**config.mk**
```make
export PLATFORM = sky130hd
export DESIGN_NAME = vcam_out_fifo
export DESIGN_NICKNAME = d
export VERILOG_FILES = /design/src/hw/rtl/vcam_pkg.sv /design/src/hw/rtl/vcam_out_fifo.sv
export SDC_FILE = /design/constraint.sdc
export NUM_CORES = 1
export LEC_CHECK = 0
export ABC_AREA = 0
export BUFFER_PORTS_ARGS = -buffer_cell sky130_fd_sc_hd__buf_2
export CAP_MARGIN = 25
export CORE_MARGIN = 8
export CORE_UTILIZATION = 55
export CTS_CLUSTER_SIZE = 25
export DETAILED_ROUTE_END_ITERATION = 8
export PLACE_DENSITY = 0.8
export SYNTH_ARGS = -nofsm -noshare
export SYNTH_HDL_FRONTEND = slang
export SYNTH_SLANG_ARGS = --single-unit
```
**constraint.sdc**
```tcl
create_clock -name clk -period 2.3 [get_ports clk]
set_input_delay 0.23 -clock clk [delete_from_list [all_inputs] [get_ports clk]]
set_output_delay 0.23 -clock clk [all_outputs]
set_load 0.02 [all_outputs]
```
**src/hw/rtl/vcam_pkg.sv**
```systemverilog
// shared types and constants of the comb artifact marker
package vcam_pkg;

	localparam int FW_W       = 12;
	localparam int FH_W       = 16;
	localparam int MARGIN_W   = 8;
	localparam int CNT_W      = 10;
	localparam int LUMA_W     = 8;
	localparam int EPOCH_W    = 16;
	localparam int CFG_ADDR_W = 3;
	localparam int CFG_DATA_W = 16;

	// register reset values
	localparam logic [FW_W-1:0]     FRAME_WIDTH_RST   = 12'd2048;
	localparam logic [FH_W-1:0]     FRAME_HEIGHT_RST  = 16'd1080;
	localparam logic [MARGIN_W-1:0] MARGIN_RST        = 8'd5;
	localparam logic [CNT_W-1:0]    RUN_LIMIT_RST     = 10'd1000;
	localparam logic [CNT_W-1:0]    TRIGGER_LEVEL_RST = 10'd100;

	// zebra stripe levels and the phase bit that picks between them
	localparam logic [LUMA_W-1:0] STRIPE_HI  = 8'd235;
	localparam logic [LUMA_W-1:0] STRIPE_LO  = 8'd16;
	localparam int                STRIPE_BIT = 2;

	// first processed row and border rows
	localparam logic [FH_W-1:0] FIRST_JUDGED_ROW = 16'd3;

	// result queue
	localparam int FIFO_DEPTH = 8;
	localparam int FIFO_AW    = 3;
	localparam int FIFO_CNT_W = 4;
	localparam int FIFO_SLACK = 4;

	typedef enum logic [CFG_ADDR_W-1:0] {
		CFG_FRAME_WIDTH   = 3'd0,
		CFG_FRAME_HEIGHT  = 3'd1,
		CFG_MARGIN        = 3'd2,
		CFG_RUN_LIMIT     = 3'd3,
		CFG_TRIGGER_LEVEL = 3'd4
	} cfg_idx_t;

	// per item control word from the raster tracker to the judge stage
	typedef struct packed {
		logic [LUMA_W-1:0]  luma;
		logic               frame_start;
		logic               prev_row;
		logic               process;
		logic               last_row;
		logic               last_col;
		logic [2:0]         stripe;
		logic [EPOCH_W-1:0] epoch;
	} item_ctl_t;

	typedef struct packed {
		logic [LUMA_W-1:0] luma;
		logic              marked;
		logic              last;
		logic              done;
	} result_t;

	typedef struct packed {
		logic    v0;
		logic    v1;
		result_t r0;
		result_t r1;
	} push_t;

endpackage

```
**src/hw/rtl/vcam_out_fifo.sv**
```systemverilog
// result queue in front of the master port
module vcam_out_fifo import vcam_pkg::*; (
	input  logic    clk,
	input  logic    arst_n,
	input  push_t   push,
	input  logic    pop_ready,
	output logic    out_valid,
	output result_t out_data,
	output logic    space_ok
);

	result_t               slot_q [FIFO_DEPTH];
	logic [FIFO_AW-1:0]    head_q, tail_q;
	logic [FIFO_CNT_W-1:0] count_q, n_push;
	logic                  pop;

	assign out_valid = (count_q != '0);
	assign out_data  = slot_q[head_q];
	assign pop       = out_valid && pop_ready;
	assign n_push    = FIFO_CNT_W'(push.v0) + FIFO_CNT_W'(push.v1);
	assign space_ok  = count_q <= FIFO_CNT_W'(FIFO_DEPTH - FIFO_SLACK);

	always_ff @(posedge clk) begin
		if (push.v0) begin
			slot_q[tail_q] <= push.r0;
		end
		if (push.v1) begin
			slot_q[tail_q + FIFO_AW'(1)] <= push.r1;
		end
	end

	always_ff @(posedge clk or negedge arst_n) begin
		if (!arst_n) begin
			head_q  <= '0;
			tail_q  <= '0;
			count_q <= '0;
		end else begin
			tail_q  <= tail_q + n_push[FIFO_AW-1:0];
			head_q  <= head_q + FIFO_AW'(pop);
			count_q <= count_q + n_push - FIFO_CNT_W'(pop);
		end
	end

endmodule

```
==> flow_summary.rst <==
.. list-table::
   :header-rows: 1

   * - Metric
     - Value
   * - Final std cells w/o fill
     - 484
   * - Die width
     - 112 um
   * - Cell at the root of the clock tree
     - clkbuf_8
   * - Final-report hold violation count
     - 0
   * - CTS tree
     - done
   * - Setup slack, reg-to-reg
     - 100 ps
   * - End of the worst register-to-register path
     - count_q[2]
   * - Number of placed instances with taps included
     - 467
   * - Worst slew pin tran
     - 654 ps
   * - Cell type with the highest aggregate area in the netlist
     - edfxtp_1
   * - Post-synthesis register bit count
     - 98
   * - Clock latency of the later-clocked register in the worst-skew pair
     - 360 ps
   * - Period utilisation layout
     - 95.6%
   * - Average wire length per cell after detail routing
     - 22.3 um
   * - Run status
     - finished, final reports clean
   * - Startpoint-to-endpoint class of the critical path
     - register to register
   * - Post-synthesis cell area
     - 5080 um2
   * - Class of the tightest hold or removal check
     - input pin to register
   * - Number of design-rule violations left by the first detailed-router iteration
     - 194
   * - Peak per-stage delay on the critical path
     - 490 ps
   * - DR pass1 iterations
     - 4
   * - Met1 capacity usage during global routing
     - 22.1%
   * - Net Switching
     - 2.80 mW
   * - Number of antenna violations at the first check in global routing
     - 0
   * - Share of the synthesized area in the top cell type
     - 52.0%
   * - Number of remaining DRC errors
     - 0
   * - Top area cells in the synthesized netlist
     - edfxtp_1 (52%), mux2_2 (11%), mux2_1 (11%)
   * - Peak supply drop
     - 555 uV
   * - Gate count after technology mapping
     - 299
   * - Endpoint required time on the critical path
     - 2550 ps
   * - Largest net degree at the start of global routing
     - 17
   * - Die height
     - 112 um
   * - Via count of the first global-routing pass
     - 3085
   * - Worst hold endpoint
     - head_q[0]
   * - Crit Path Max Fanout
     - 4
   * - Layout Area Growth over Synthesis
     - 13.6%
   * - Critical-path cell list
     - inv_1 -> ha_1 -> or3b_2 -> nand2_4 -> xnor2_1 -> ha_1 -> inv_1 -> fa_1 -> xnor2_1
   * - Fraction of power spent switching nets
     - 36.5%
   * - Arrival time of data at the critical path endpoint
     - 2450 ps
   * - Area of the die
     - 12600 um2
   * - Max Cap Viol
     - 0
   * - Hold Crit Start
     - pop_ready
   * - Final critical-path required period
     - 2200 ps
   * - Critical-path top delay cell
     - or3b_2
   * - Combinational share of power
     - 47.9%
   * - Hold depth
     - 3
   * - GR met2 Demand/Resource
     - 30.3%
   * - I/O pin total
     - 40
   * - Leakage power total
     - 2.11 nW
   * - Worst-case clock buffer depth
     - 2
   * - H-tree level count
     - 3
   * - Internal Dissipation
     - 4.87 mW
   * - RSZ-0062 raised after global routing
     - true
   * - Wire length of the first global-routing pass
     - 17.2 mm
   * - Buffers on Ports
     - 39
   * - Clock transition time at the flip-flop clock pins of the worst setup and hold paths
     - 90 ps
   * - Headroom to the max-slew limit
     - 56.4%
   * - Core Footprint
     - 9110 um2
   * - TritonCTS Buffers
     - 9
   * - Number of fillers in the final layout
     - 650
   * - Starting utilization of the core area
     - 55.8%
   * - Achievable Freq
     - 455 MHz
   * - Ys Warns
     - 0
   * - Total wire length after detailed routing
     - 10.8 mm
   * - Syn_nets
     - 338
   * - Num Clock Sinks
     - 98
   * - Sort of element at the end of the critical path
     - register
   * - Antenna violation net count after detailed routing
     - 0
   * - Launch point of the worst reg-to-reg path
     - count_q[2]
   * - Clock network fraction of total power
     - 13.0%
   * - Count leader, synth
     - edfxtp_1
   * - Via-to-Cell Ratio
     - 6.02
   * - Vias after detailed routing
     - 2912
   * - Setup Fix Bufs, Post-CTS
     - 0
   * - Final Wtd Congestion
     - 0.863
   * - Kind of launch point of the worst setup path
     - register
   * - Overflow left after global routing
     - 0
   * - Met3 routing resource usage after global routing
     - 4.67%
   * - Std cell rows
     - 35
   * - Share of power burned in registers
     - 39.1%
   * - Estimated wirelength of the detail-placed design
     - 7.52 mm
   * - Pins Over Slew Limit
     - 0
   * - Post-layout nets
     - 407
   * - Overall global routing resource usage
     - 17.9%
   * - Most instantiated flip-flop cell in the synthesis netlist
     - edfxtp_1
   * - Share of flip-flops with an asynchronous set or reset after synthesis
     - 10.2%
   * - Sequential share of the synthesized area
     - 56.9%
   * - PD cells
     - 1330 nW/um2
   * - Number of cells on the worst reg-to-reg path
     - 9
   * - Final setup violation count
     - 0
   * - Fraction of layout cells with a size suffix above 1
     - 45.0%
   * - Global route hottest layer
     - met2
   * - Minimum setup slack after placement
     - 79.7 ps
   * - Diodes inserted
     - 0
   * - Number of enable flip-flop cells after synthesis
     - 88
   * - Avg Cell Area, Syn
     - 17.0 um2
   * - Most frequent cells after synthesis
     - edfxtp_1 (88), mux2_2 (50), mux2_1 (49)
   * - Post-route setup slack
     - 102 ps
   * - Worst clock skew on the final layout
     - 10.9 ps
   * - Number of library cell types mapped by synthesis
     - 35
## metal layers
layer | share of wire (%) | vias to the layer above
li1 | - | 1317
met1 | 41 | 1501
met2 | 51 | 75
met3 | 6.2 | 19
met4 | 1.4 | 0
met5 | 0 | -
## registers in the layout (all words and copies together) (netlist names)
signal   cells
count_q      4
head_q       3
slot_q      88
tail_q       3
## layout make-up
type / instances / area (um2) / share of cell area (%)
clock buffer: 10 / 128 / 2.21
clock inverter: 6 / 40.0 / 0.694
inverter: 8 / 30.0 / 0.520
multi-input combinational: 177 / 2080 / 36.0
sequential: 98 / 2890 / 50.1
tap: 111 / 139 / 2.41
timing repair buffer: 74 / 464 / 8.04
## critical path, delay by kind of cell, from the launching register on
kind / cells / cell delay (ps)
adders and majority gates: 3 / 690
and+or+nand+nor: 2 / 610
DFF: 1 / 390
xor gates and xnor gates: 2 / 260
buffers and inverters: 2 / 140
## timing repair
| action | in CTS | in global routing |
|---|---|---|
| hold buffers | 1 | 0 |
| endpoints found under the hold margin | 10 | 0 |
| endpoints found under the setup margin | 0 | 10 |
| resized for setup | 0 | 3 |
## power by group through the flow
stage                     Clock [mW]  Sequential (mW)  Combinational [mW]
after floorplan                    0             2.91                2.57
after global placement             0             3.01                3.62
after detailed placement           0             3.05                3.69
after CTS                       1.01             3.01                3.70
after global routing            1.08             3.06                3.95
final                          0.998             3.00                3.67
## placed cells by master (no fill, tap or decap), types with 2 or more instances in the layout
| master | netlist | layout |
|---|---|---|
| o21ai_1 | 0 | 2 |
| inv_1 | 8 | 8 |
| xnor2_1 | 3 | 3 |
| nor3_2 | 2 | 2 |
| inv_6 | 0 | 2 |
| buf_4 | 6 | 33 |
| clkbuf_8 | 0 | 9 |
| ha_1 | 10 | 10 |
| xor2_1 | 3 | 3 |
| nor2_1 | 6 | 6 |
| mux4_2 | 22 | 22 |
| edfxtp_1 | 88 | 88 |
| clkinv_2 | 0 | 3 |
| mux2_1 | 49 | 49 |
| dfrtp_1 | 10 | 10 |
| buf_2 | 5 | 39 |
| fa_1 | 2 | 2 |
| nand2b_1 | 3 | 3 |
| mux2_2 | 50 | 50 |
| o22ai_1 | 3 | 3 |
| nand2_1 | 7 | 6 |
## worst max-delay path by stage
stage | startpoint | to | slack [ps] | cells after the start
floorplan | count_q[2] | count_q[2] | 90 | 9
global placement | count_q[2] | count_q[2] | 140 | 9
detailed placement | count_q[2] | count_q[2] | 80 | 9
CTS | head_q[0] | out_data[3] | 30 | 4
global route | count_q[3] | count_q[2] | -30 | 9
finish | count_q[2] | count_q[2] | 100 | 9
## through the flow
stage / cell area [um2] / total power, mW / utilization, % / hold WS [ps] / TNS [ps]
after floorplan: 5080 / 5.48 / - / -65.6 / 0
after global placement: 5580 / 6.63 / 61.3 / 101 / 0
after detailed placement: 5580 / 6.74 / 61.3 / 104 / 0
after CTS: 5760 / 7.73 / 63.2 / 224 / 0
after global routing: 5770 / 8.10 / 63.4 / 171 / -32.3
final: 5770 / 7.68 / 63.4 / 169 / 0
## cell families (layout without fill, tap and decap cells)
| group | after synthesis | after routing | synth area share [%] |
|---|---|---|---|
| AO/OA/AOI/OAI | 10 | 10 | 1.23 |
| AND/OR/NAND/NOR | 26 | 26 | 2.76 |
| adder cells (fa/ha/maj) | 12 | 12 | 3.25 |
| multiplexers | 121 | 121 | 31.7 |
| XOR/XNOR | 8 | 8 | 1.67 |
| flip-flops | 98 | 98 | 56.9 |
| buffers and inverters | 24 | 98 | 2.49 |
(Power assumes the default switching activity.)
