--- config.mk ---
export PLATFORM = sky130hd
export DESIGN_NAME = vcam_raster
export DESIGN_NICKNAME = d
export VERILOG_FILES = /design/src/hw/rtl/vcam_pkg.sv /design/src/hw/rtl/vcam_raster.sv
export SDC_FILE = /design/constraint.sdc
export NUM_CORES = 1
export LEC_CHECK = 0
export BUFFER_PORTS_ARGS = -buffer_cell sky130_fd_sc_hd__buf_2
export CAP_MARGIN = 20
export CORE_AREA = 8 8 89 170
export DETAILED_ROUTE_END_ITERATION = 10
export DIE_AREA = 0 0 97 178
export PLACE_DENSITY_LB_ADDON = 0.3
export REMOVE_ABC_BUFFERS = 1
export SYNTH_ARGS = -nofsm -noshare
export SYNTH_HDL_FRONTEND = slang
export SYNTH_SLANG_ARGS = --single-unit
--- constraint.sdc ---
create_clock -name clk -period 31 [get_ports clk]
set_input_delay 4.65 -clock clk [delete_from_list [all_inputs] [get_ports clk]]
set_output_delay 4.65 -clock clk [all_outputs]
set_load 0.1 [all_outputs]
--- src/hw/rtl/vcam_pkg.sv ---
// shared types and constants of the comb artifact marker
package vcam_pkg;

	localparam int FW_W       = 12;
	localparam int FH_W       = 16;
	localparam int MARGIN_W   = 8;
	localparam int CNT_W      = 10;
	localparam int LUMA_W     = 8;
	localparam int EPOCH_W    = 16;
	localparam int CFG_ADDR_W = 3;
	localparam int CFG_DATA_W = 16;

	// register reset values
	localparam logic [FW_W-1:0]     FRAME_WIDTH_RST   = 12'd2048;
	localparam logic [FH_W-1:0]     FRAME_HEIGHT_RST  = 16'd1080;
	localparam logic [MARGIN_W-1:0] MARGIN_RST        = 8'd5;
	localparam logic [CNT_W-1:0]    RUN_LIMIT_RST     = 10'd1000;
	localparam logic [CNT_W-1:0]    TRIGGER_LEVEL_RST = 10'd100;

	// zebra stripe levels and the phase bit that picks between them
	localparam logic [LUMA_W-1:0] STRIPE_HI  = 8'd235;
	localparam logic [LUMA_W-1:0] STRIPE_LO  = 8'd16;
	localparam int                STRIPE_BIT = 2;

	// first processed row and border rows
	localparam logic [FH_W-1:0] FIRST_JUDGED_ROW = 16'd3;

	// result queue
	localparam int FIFO_DEPTH = 8;
	localparam int FIFO_AW    = 3;
	localparam int FIFO_CNT_W = 4;
	localparam int FIFO_SLACK = 4;

	typedef enum logic [CFG_ADDR_W-1:0] {
		CFG_FRAME_WIDTH   = 3'd0,
		CFG_FRAME_HEIGHT  = 3'd1,
		CFG_MARGIN        = 3'd2,
		CFG_RUN_LIMIT     = 3'd3,
		CFG_TRIGGER_LEVEL = 3'd4
	} cfg_idx_t;

	// per item control word from the raster tracker to the judge stage
	typedef struct packed {
		logic [LUMA_W-1:0]  luma;
		logic               frame_start;
		logic               prev_row;
		logic               process;
		logic               last_row;
		logic               last_col;
		logic [2:0]         stripe;
		logic [EPOCH_W-1:0] epoch;
	} item_ctl_t;

	typedef struct packed {
		logic [LUMA_W-1:0] luma;
		logic              marked;
		logic              last;
		logic              done;
	} result_t;

	typedef struct packed {
		logic    v0;
		logic    v1;
		result_t r0;
		result_t r1;
	} push_t;

endpackage

--- src/hw/rtl/vcam_raster.sv ---
// raster position, row classification and frame numbering
module vcam_raster import vcam_pkg::*; #(
	parameter int MAX_LINE = 2048
) (
	input  logic                        clk,
	input  logic                        arst_n,
	input  logic                        accept,
	input  logic [LUMA_W-1:0]           luma,
	input  logic [FW_W-1:0]             frame_width,
	input  logic [FH_W-1:0]             frame_height,
	output logic [$clog2(MAX_LINE)-1:0] col,
	output item_ctl_t                   ctl
);

	localparam int CW = $clog2(MAX_LINE);
	localparam int WW = CW + 1;
	localparam int LW = (WW > FW_W) ? WW : FW_W;

	logic [CW-1:0]      col_q, col_n;
	logic [FH_W-1:0]    row_q, row_n;
	logic [EPOCH_W-1:0] epoch_q, epoch_eff;
	logic [LW-1:0]      fw_ext;
	logic [WW-1:0]      eff_w, c_inc;
	logic [FH_W-1:0]    eff_h, r, j;
	logic [FH_W:0]      r_pre, r_inc;
	logic               wrap_pre;
	logic [CW-1:0]      c;

	always_comb begin
		fw_ext = LW'(frame_width);
		if (frame_width == '0) begin
			eff_w = WW'(1);
		end else if (fw_ext > LW'(MAX_LINE)) begin
			eff_w = WW'(MAX_LINE);
		end else begin
			eff_w = WW'(fw_ext);
		end
		eff_h = (frame_height == '0) ? FH_W'(1) : frame_height;

		// geometry may have shrunk since the last item
		wrap_pre = {1'b0, col_q} >= eff_w;
		c        = wrap_pre ? '0 : col_q;
		r_pre    = wrap_pre ? ({1'b0, row_q} + (FH_W+1)'(1)) : {1'b0, row_q};
		r        = (r_pre >= {1'b0, eff_h}) ? '0 : r_pre[FH_W-1:0];
		j        = r - FH_W'(1);

		ctl.luma        = luma;
		ctl.frame_start = (r == '0) && (c == '0);
		ctl.prev_row    = (r != '0);
		ctl.process     = (r >= FIRST_JUDGED_ROW) &&
		                  (({1'b0, r} + (FH_W+1)'(1)) < {1'b0, eff_h});
		ctl.last_row    = (r == eff_h - FH_W'(1));
		ctl.last_col    = ({1'b0, c} == eff_w - WW'(1));
		epoch_eff       = ctl.frame_start ? (epoch_q + EPOCH_W'(1)) : epoch_q;
		ctl.epoch       = epoch_eff;
		ctl.stripe      = c[2:0] + j[2:0] + epoch_eff[2:0];
		col             = c;

		// advance
		c_inc = {1'b0, c} + WW'(1);
		r_inc = {1'b0, r} + (FH_W+1)'(1);
		if (c_inc >= eff_w) begin
			col_n = '0;
			row_n = (r_inc >= {1'b0, eff_h}) ? '0 : r_inc[FH_W-1:0];
		end else begin
			col_n = c_inc[CW-1:0];
			row_n = r;
		end
	end

	always_ff @(posedge clk or negedge arst_n) begin
		if (!arst_n) begin
			col_q   <= '0;
			row_q   <= '0;
			epoch_q <= '0;
		end else if (accept) begin
			col_q   <= col_n;
			row_q   <= row_n;
			epoch_q <= epoch_eff;
		end
	end

endmodule

==> results of run 1 <==
-- power by group through the flow --
stage          Combinational [mW]  Clock [mW]  Sequential (mW)
2_1_floorplan               0.428           0           0.0912
5_1_grt                     0.586      0.0572            0.105
3_5_place_dp                0.539           0            0.103
6_report                    0.546      0.0556            0.103
3_3_place_gp                0.536           0            0.103
4_1_cts                     0.541      0.0556            0.102
-- synthesized netlist by cell type, types with 10 or more instances --
cell                       count
sky130_fd_sc_hd__nand2_1      73
sky130_fd_sc_hd__clkbuf_1     27
sky130_fd_sc_hd__a21oi_1      43
sky130_fd_sc_hd__and2_1       10
sky130_fd_sc_hd__nor4_1       17
sky130_fd_sc_hd__nor3_1       38
sky130_fd_sc_hd__dfrtp_1      43
sky130_fd_sc_hd__nor2_1       73
sky130_fd_sc_hd__nand3_1      51
sky130_fd_sc_hd__xnor2_1      66
sky130_fd_sc_hd__inv_1        57
sky130_fd_sc_hd__and3_1       12
sky130_fd_sc_hd__o21ai_0      35
sky130_fd_sc_hd__xor2_1       39
sky130_fd_sc_hd__ha_1         67
sky130_fd_sc_hd__nand4_1      21
-- per-layer routing --
metal	track usage	wire, um	up-vias
met5	0	0	-
met4	0.1872	1544	0
met3	0.03297	1021	99
met2	0.4691	11660	307
met1	0.2297	7480	3093
li1	-	-	3091
-- metrics by stage --
step	worst slack (ps)	util
5_1_grt	12230	0.5323
4_1_cts	12660	0.5317
3_3_place_gp	12750	0.5201
6_report	12830	0.5323
3_5_place_dp	12680	0.5201
2_1_floorplan	11280	-
-- logic make-up after synthesis --
logic type,share of synthesized area
AND/OR/NAND/NOR,0.2758
AO/OA/AOI/OAI,0.1871
buffers and inverters,0.07346
XOR/XNOR,0.1475
adder cells (fa/ha/maj),0.1344
flip-flops,0.1685
multiplexers,0.01332
-- layout make-up --
type | instances | share of cell area
Multi-Input combinational cell | 694 | 0.7041
Sequential cell | 43 | 0.1565
Timing Repair Buffer | 74 | 0.05713
Inverter | 60 | 0.03275
Tap cell | 152 | 0.02766
Clock buffer | 5 | 0.01820
Clock inverter | 3 | 0.003639
-- sequential cells by signal (all words and copies together), names as in the netlist --
name,flops
row_q,16
col_q,11
epoch_q,16
-- path summary, 6_finish.rpt --
| path | to | slack, ps | cells past startpoint | from |
|---|---|---|---|---|
| setup / recovery | ctl[18] | 12830 | 38 | frame_width[9] |
| hold / removal | epoch_q[15] | 500 | 1 | epoch_q[15] |
| setup reg to reg | row_q[15] | 22010 | 29 | col_q[9] |
| hold reg to reg | epoch_q[15] | 500 | 1 | epoch_q[15] |
| max in group asynchronous | row_q[0] | 26120 | 2 | arst_n |
| min in group asynchronous | col_q[8] | 4430 | 2 | arst_n |
-- placed cells by master, fill, tap and decap left out, types with 10 or more instances in the layout --
master and instances:
sky130_fd_sc_hd__o21ai_0 35, sky130_fd_sc_hd__dfrtp_1 43, sky130_fd_sc_hd__nand3_1 51, sky130_fd_sc_hd__nor4_1 17, sky130_fd_sc_hd__xor2_1 39, sky130_fd_sc_hd__nor2_1 73, sky130_fd_sc_hd__nor3_1 38, sky130_fd_sc_hd__buf_2 65
sky130_fd_sc_hd__nand2_1 73, sky130_fd_sc_hd__a21oi_1 43, sky130_fd_sc_hd__inv_1 57, sky130_fd_sc_hd__xnor2_1 66, sky130_fd_sc_hd__ha_1 67, sky130_fd_sc_hd__and3_1 12, sky130_fd_sc_hd__nand4_1 21, sky130_fd_sc_hd__and2_1 10
-- worst reg2reg max path, delay by kind of cell (launching register included) --
kind	cells	cell delay (ps)
XOR/XNOR	2	840
AO/OA/AOI/OAI	15	4160
buffers and inverters	1	320
flip-flops	1	430
adder cells (fa/ha/maj)	4	1460
AND/OR/NAND/NOR	7	1720
==> results.yml, run 1 <==
outcome:
  status: "finished clean"
cells_and_area:
  filler_cell_count: 1304
  final-seq-area_mm2: 0.001076
  fin_nets: 985
  drive_gt1_frac: 0.1308
  finalNonFillerCells: 1031
  antenna-diode-count: 0
  multi_input_comb_area_mm2: 0.004842
  final_cell_area_mm2: 0.006877
  syn2layout_area_growth_pct: 7.659
pwr:
  netSwitchingFraction: 0.6386
  leakagePower_nw: 3.166
  seqPwrFrac: 0.147
  internal_power_mw: 0.2548
  power.density_mw_per_mm2: 102.5
  power.share.combinational: 0.775
  power.ir.vdd_worst_uv: 132.6
  fin_total_pwr_mw: 0.7050
  power.share.clock: 0.079
  power_switching_mw: 0.4502
clock_tree:
  clock-sinks: 43
  clock_latency_ps: 300
  clkTransAtPathRegs_ps: 70
  ctsRootBufferMaster: "sky130_fd_sc_hd__clkbuf_16"
  numCtsBuffers: 5
  cts.repair_timing.setup_buffer_count: 0
  cts_buffer_depth: 2
  cts_resized: 0
  cts_tree: "yes"
  cts-htree-levels: 2
  cts.hold.buffers_added: 0
route:
  routed_via_count: 6590
  detail_route.iter0.violations: 480
  wire_per_inst_um: 21.05
  drt_wl_total_um: 21700
  post_drt_via_cell_ratio: 6.392
  drc: 0
  drtAntennaViolNets: 0
  detail_route.first_pass.iterations: 5
place:
  post-dp-hpwl_um: 17170
  dpl_cell_area_mm2: 0.006719
  globalplace.congestion: 1.013
  dp.cells: 1022
  portBuffers: 65
sta:
  final-setup-viol-count: 0
  hold_worst_slack_ps: 501.5
  maxClockFrequency_mhz: 55.02
  worstMarginPinSlew_ps: 1180
  final.setup.tns_ps: 0
  final.setup_skew_ps: 7.773
  maxSlewViolCount: 0
  finalWorstPathRequiredPeriod_ps: 18170
  setup_repair_after_global_routing_missed_its_margin: "false"
  max_slew_margin: 0.2099
  timing.final.crit_share: 0.5862
  report.final.hold_viol_count: 0
floorplanning:
  die_width_um: 97
  start_util: 0.4944
  core_region_area_mm2: 0.01292
  num_rows: 59
  die_footprint_mm2: 0.01727
  dieHeight_um: 178
  boundaryPins: 82
worst_setup_path:
  crit_required_ps: 26350
  crit_path_top_delay_cell: "sky130_fd_sc_hd__xnor2_1"
  worstSetupPathType: "input pin to output port"
  cp-end-kind: "output port"
  critical_path.top_delay_family: "compound AO/OA/AOI/OAI gates"
  timing.critical_path.from_type: "input pin"
  critical_path_peak_fanout: 32
  critical_path.max_stage_delay_ps: 640
  path_buf_inv: 8
  critPathMostFrequentCell: "sky130_fd_sc_hd__xnor2_1"
  critPathArrivalTime_ps: 13520
logic_synthesis:
  async_reset_ff_frac: 1.000
  cell_type_with_the_largest_total_area_after_synthesis: "sky130_fd_sc_hd__dfrtp_1"
  synth-edff-count: 0
  ys_seq_area_frac: 0.1685
  post_synthesis_mean_instance_area_um2: 7.550
  synthesis.area_mm2: 0.006387
  post-synth-top-area-fraction: 0.1685
  synthDistinctLibCells: 82
  synth_seq_cells: 43
  post_synth_main_area_contributors: "sky130_fd_sc_hd__dfrtp_1, sky130_fd_sc_hd__ha_1, sky130_fd_sc_hd__xnor2_1"
  netlist_instances: 846
  leading_register_cell_type_out_of_synthesis: "sky130_fd_sc_hd__dfrtp_1"
  synth.yosys.warnings: 0
global_route:
  grt_start_max_net_pins: 45
  grt_first_pass_wirelength_um: 33950
  globalRoute.totalOverflow: 0
  grt_usage: 0.2454
  antenna_found_initial: 0
  vias_in_the_first_global_route: 6541
worst_hold_path:
  hold_path_class: "register to register"
job:
  timing.max_cap.violations: 0
(Power assumes the default switching activity.)
==> inputs of run 2 (changes only) <==
==> constraint.sdc (replaced) <==
create_clock -name clk -period 16.27 [get_ports clk]
set_input_delay 2.4405 -clock clk [delete_from_list [all_inputs] [get_ports clk]]
set_output_delay 2.4405 -clock clk [all_outputs]
set_load 0.1 [all_outputs]
==> results.yml, run 2 (synthesis gave the netlist of run 1 again) <==
clock_tree:
  cts.repair_timing.setup_buffer_count: 0
  cts.hold.buffers_added: 0
  clock-sinks: 43
  ctsRootBufferMaster: "sky130_fd_sc_hd__clkbuf_16"
  cts-htree-levels: 2
  clkTransAtPathRegs_ps: 70
  cts_tree: "yes"
  cts_resized: 0
  clock_latency_ps: 300
  numCtsBuffers: 5
  cts_buffer_depth: 2
worst_setup_path:
  r2r-start: "col_q[0]"
  timing.reg2reg.worst_path_depth: 31
  cp-end-kind: "output port"
  r2r_slack_ps: 7720
  setup.worst_path.end: "ctl[18]"
  critPathMostFrequentCell: "sky130_fd_sc_hd__xnor2_1"
  critPathArrivalTime_ps: 11370
  critical_path.max_stage_delay_ps: 660
  worstSetupPathType: "input pin to output port"
  critical_path_peak_fanout: 32
  critPathLaunch: "frame_width[4]"
  timing.critical_path.from_type: "input pin"
  crit_required_ps: 13830
  r2r_end: "row_q[13]"
  crit_path_top_delay_cell: "sky130_fd_sc_hd__xnor2_1"
sta:
  final-setup-viol-count: 0
  worstMarginPinSlew_ps: 977.5
  setup_repair_after_global_routing_missed_its_margin: "false"
  report.final.hold_viol_count: 0
  hold_worst_slack_ps: 509.6
  maxClockFrequency_mhz: 72.41
  maxSlewViolCount: 0
  timing.final.crit_share: 0.8488
  finalWorstPathRequiredPeriod_ps: 13810
  final.setup_skew_ps: 7.603
  post-route-worst-setup-slack_ps: 2460
  final.setup.tns_ps: 0
  max_slew_margin: 0.3423
route:
  post_drt_via_cell_ratio: 6.351
  drt_wl_total_um: 21730
  detail_route.iter0.violations: 464
  drc: 0
  detail_route.first_pass.iterations: 6
  wire_per_inst_um: 21.06
  routed_via_count: 6554
  drtAntennaViolNets: 0
floorplanning:
  start_util: 0.4944
  boundaryPins: 82
  core_region_area_mm2: 0.01292
  num_rows: 59
  die_width_um: 97
  die_footprint_mm2: 0.01727
  dieHeight_um: 178
global_route:
  grt_first_pass_wirelength_um: 34410
  antenna_found_initial: 0
  grt_usage: 0.2493
  vias_in_the_first_global_route: 6586
  grt_start_max_net_pins: 45
  globalRoute.totalOverflow: 0
cells_and_area:
  drive_gt1_frac: 0.1318
  antenna-diode-count: 0
  syn2layout_area_growth_pct: 7.777
  most-common-layout-cells: "sky130_fd_sc_hd__nor2_1, sky130_fd_sc_hd__nand2_1, sky130_fd_sc_hd__ha_1"
  multi_input_comb_area_mm2: 0.004842
  filler_cell_count: 1281
  largest_registers: "epoch_q (16), row_q (16), col_q (11)"
  fin_nets: 986
  final_cell_area_mm2: 0.006884
  final-seq-area_mm2: 0.001076
place:
  worst_slack_at_placement_ps: 2258
  globalplace.congestion: 1.018
  portBuffers: 65
  post-dp-hpwl_um: 17210
  dpl_cell_area_mm2: 0.006719
pwr:
  power.ir.vdd_worst_uv: 247.5
  leakagePower_nw: 3.171
  fin_total_pwr_mw: 1.342
  power.density_mw_per_mm2: 194.9
job:
  timing.max_cap.violations: 0
worst_hold_path:
  hold_path_class: "register to register"
outcome:
  status: "finished clean"
-- run 2: cell count changes in the layout (fill, tap and decap cells not counted) --
cell / before / now
sky130_fd_sc_hd__clkbuf_4: 0 / 1
-- run 2: report_power, final --
part / switching, mW / internal [mW] / leakage [nW]
Combinational: 0.744 / 0.295 / 2.54
Clock: 0.0475 / 0.0575 / 0.0700
Sequential: 0.0632 / 0.134 / 0.558
Total: 0.855 / 0.486 / 3.17
-- run 2: worst min-delay path by stage --
stage | from | endpoint | slack (ps) | depth (start not counted)
after floorplan | epoch_q[15] | epoch_q[15] | 460 | 1
after global placement | epoch_q[15] | epoch_q[15] | 470 | 1
after detailed placement | epoch_q[15] | epoch_q[15] | 490 | 1
after CTS | epoch_q[15] | epoch_q[15] | 510 | 1
after global routing | epoch_q[15] | epoch_q[15] | 510 | 1
final | epoch_q[15] | epoch_q[15] | 510 | 1
-- run 2: layout make-up --
type / instances / share of cell area
Clock inverter: 3 / 0.003635
Sequential cell: 43 / 0.1563
Timing Repair Buffer: 75 / 0.05816
Tap cell: 152 / 0.02763
Multi-Input combinational cell: 694 / 0.7034
Inverter: 60 / 0.03272
Clock buffer: 5 / 0.01818
-- run 2: routing by layer --
metal	vias to the layer above	wire length, um	GRT usage	share of wire
met5	-	0	0	0
met4	0	1873	0.2201	0.086
met3	107	1043	0.03879	0.048
met2	270	11290	0.4597	0.52
met1	3083	7520	0.2333	0.35
li1	3094	-	-	-
-- run 2: stage by stage --
| step | utilization | instances |
|---|---|---|
| floorplan | - | 797 |
| global placement | 0.5201 | 1022 |
| detailed placement | 0.5201 | 1022 |
| CTS | 0.5317 | 1030 |
| global route | 0.5329 | 1032 |
| finish | 0.5329 | 1032 |
-- run 2: worst max-delay path, delay by kind of cell --
family,cells,cell delay [ps]
compound gates,9,1860
xor+xnor,7,1560
fa+ha+maj,6,1790
buf+inv,8,1470
mux,1,380
simple gates,7,1830
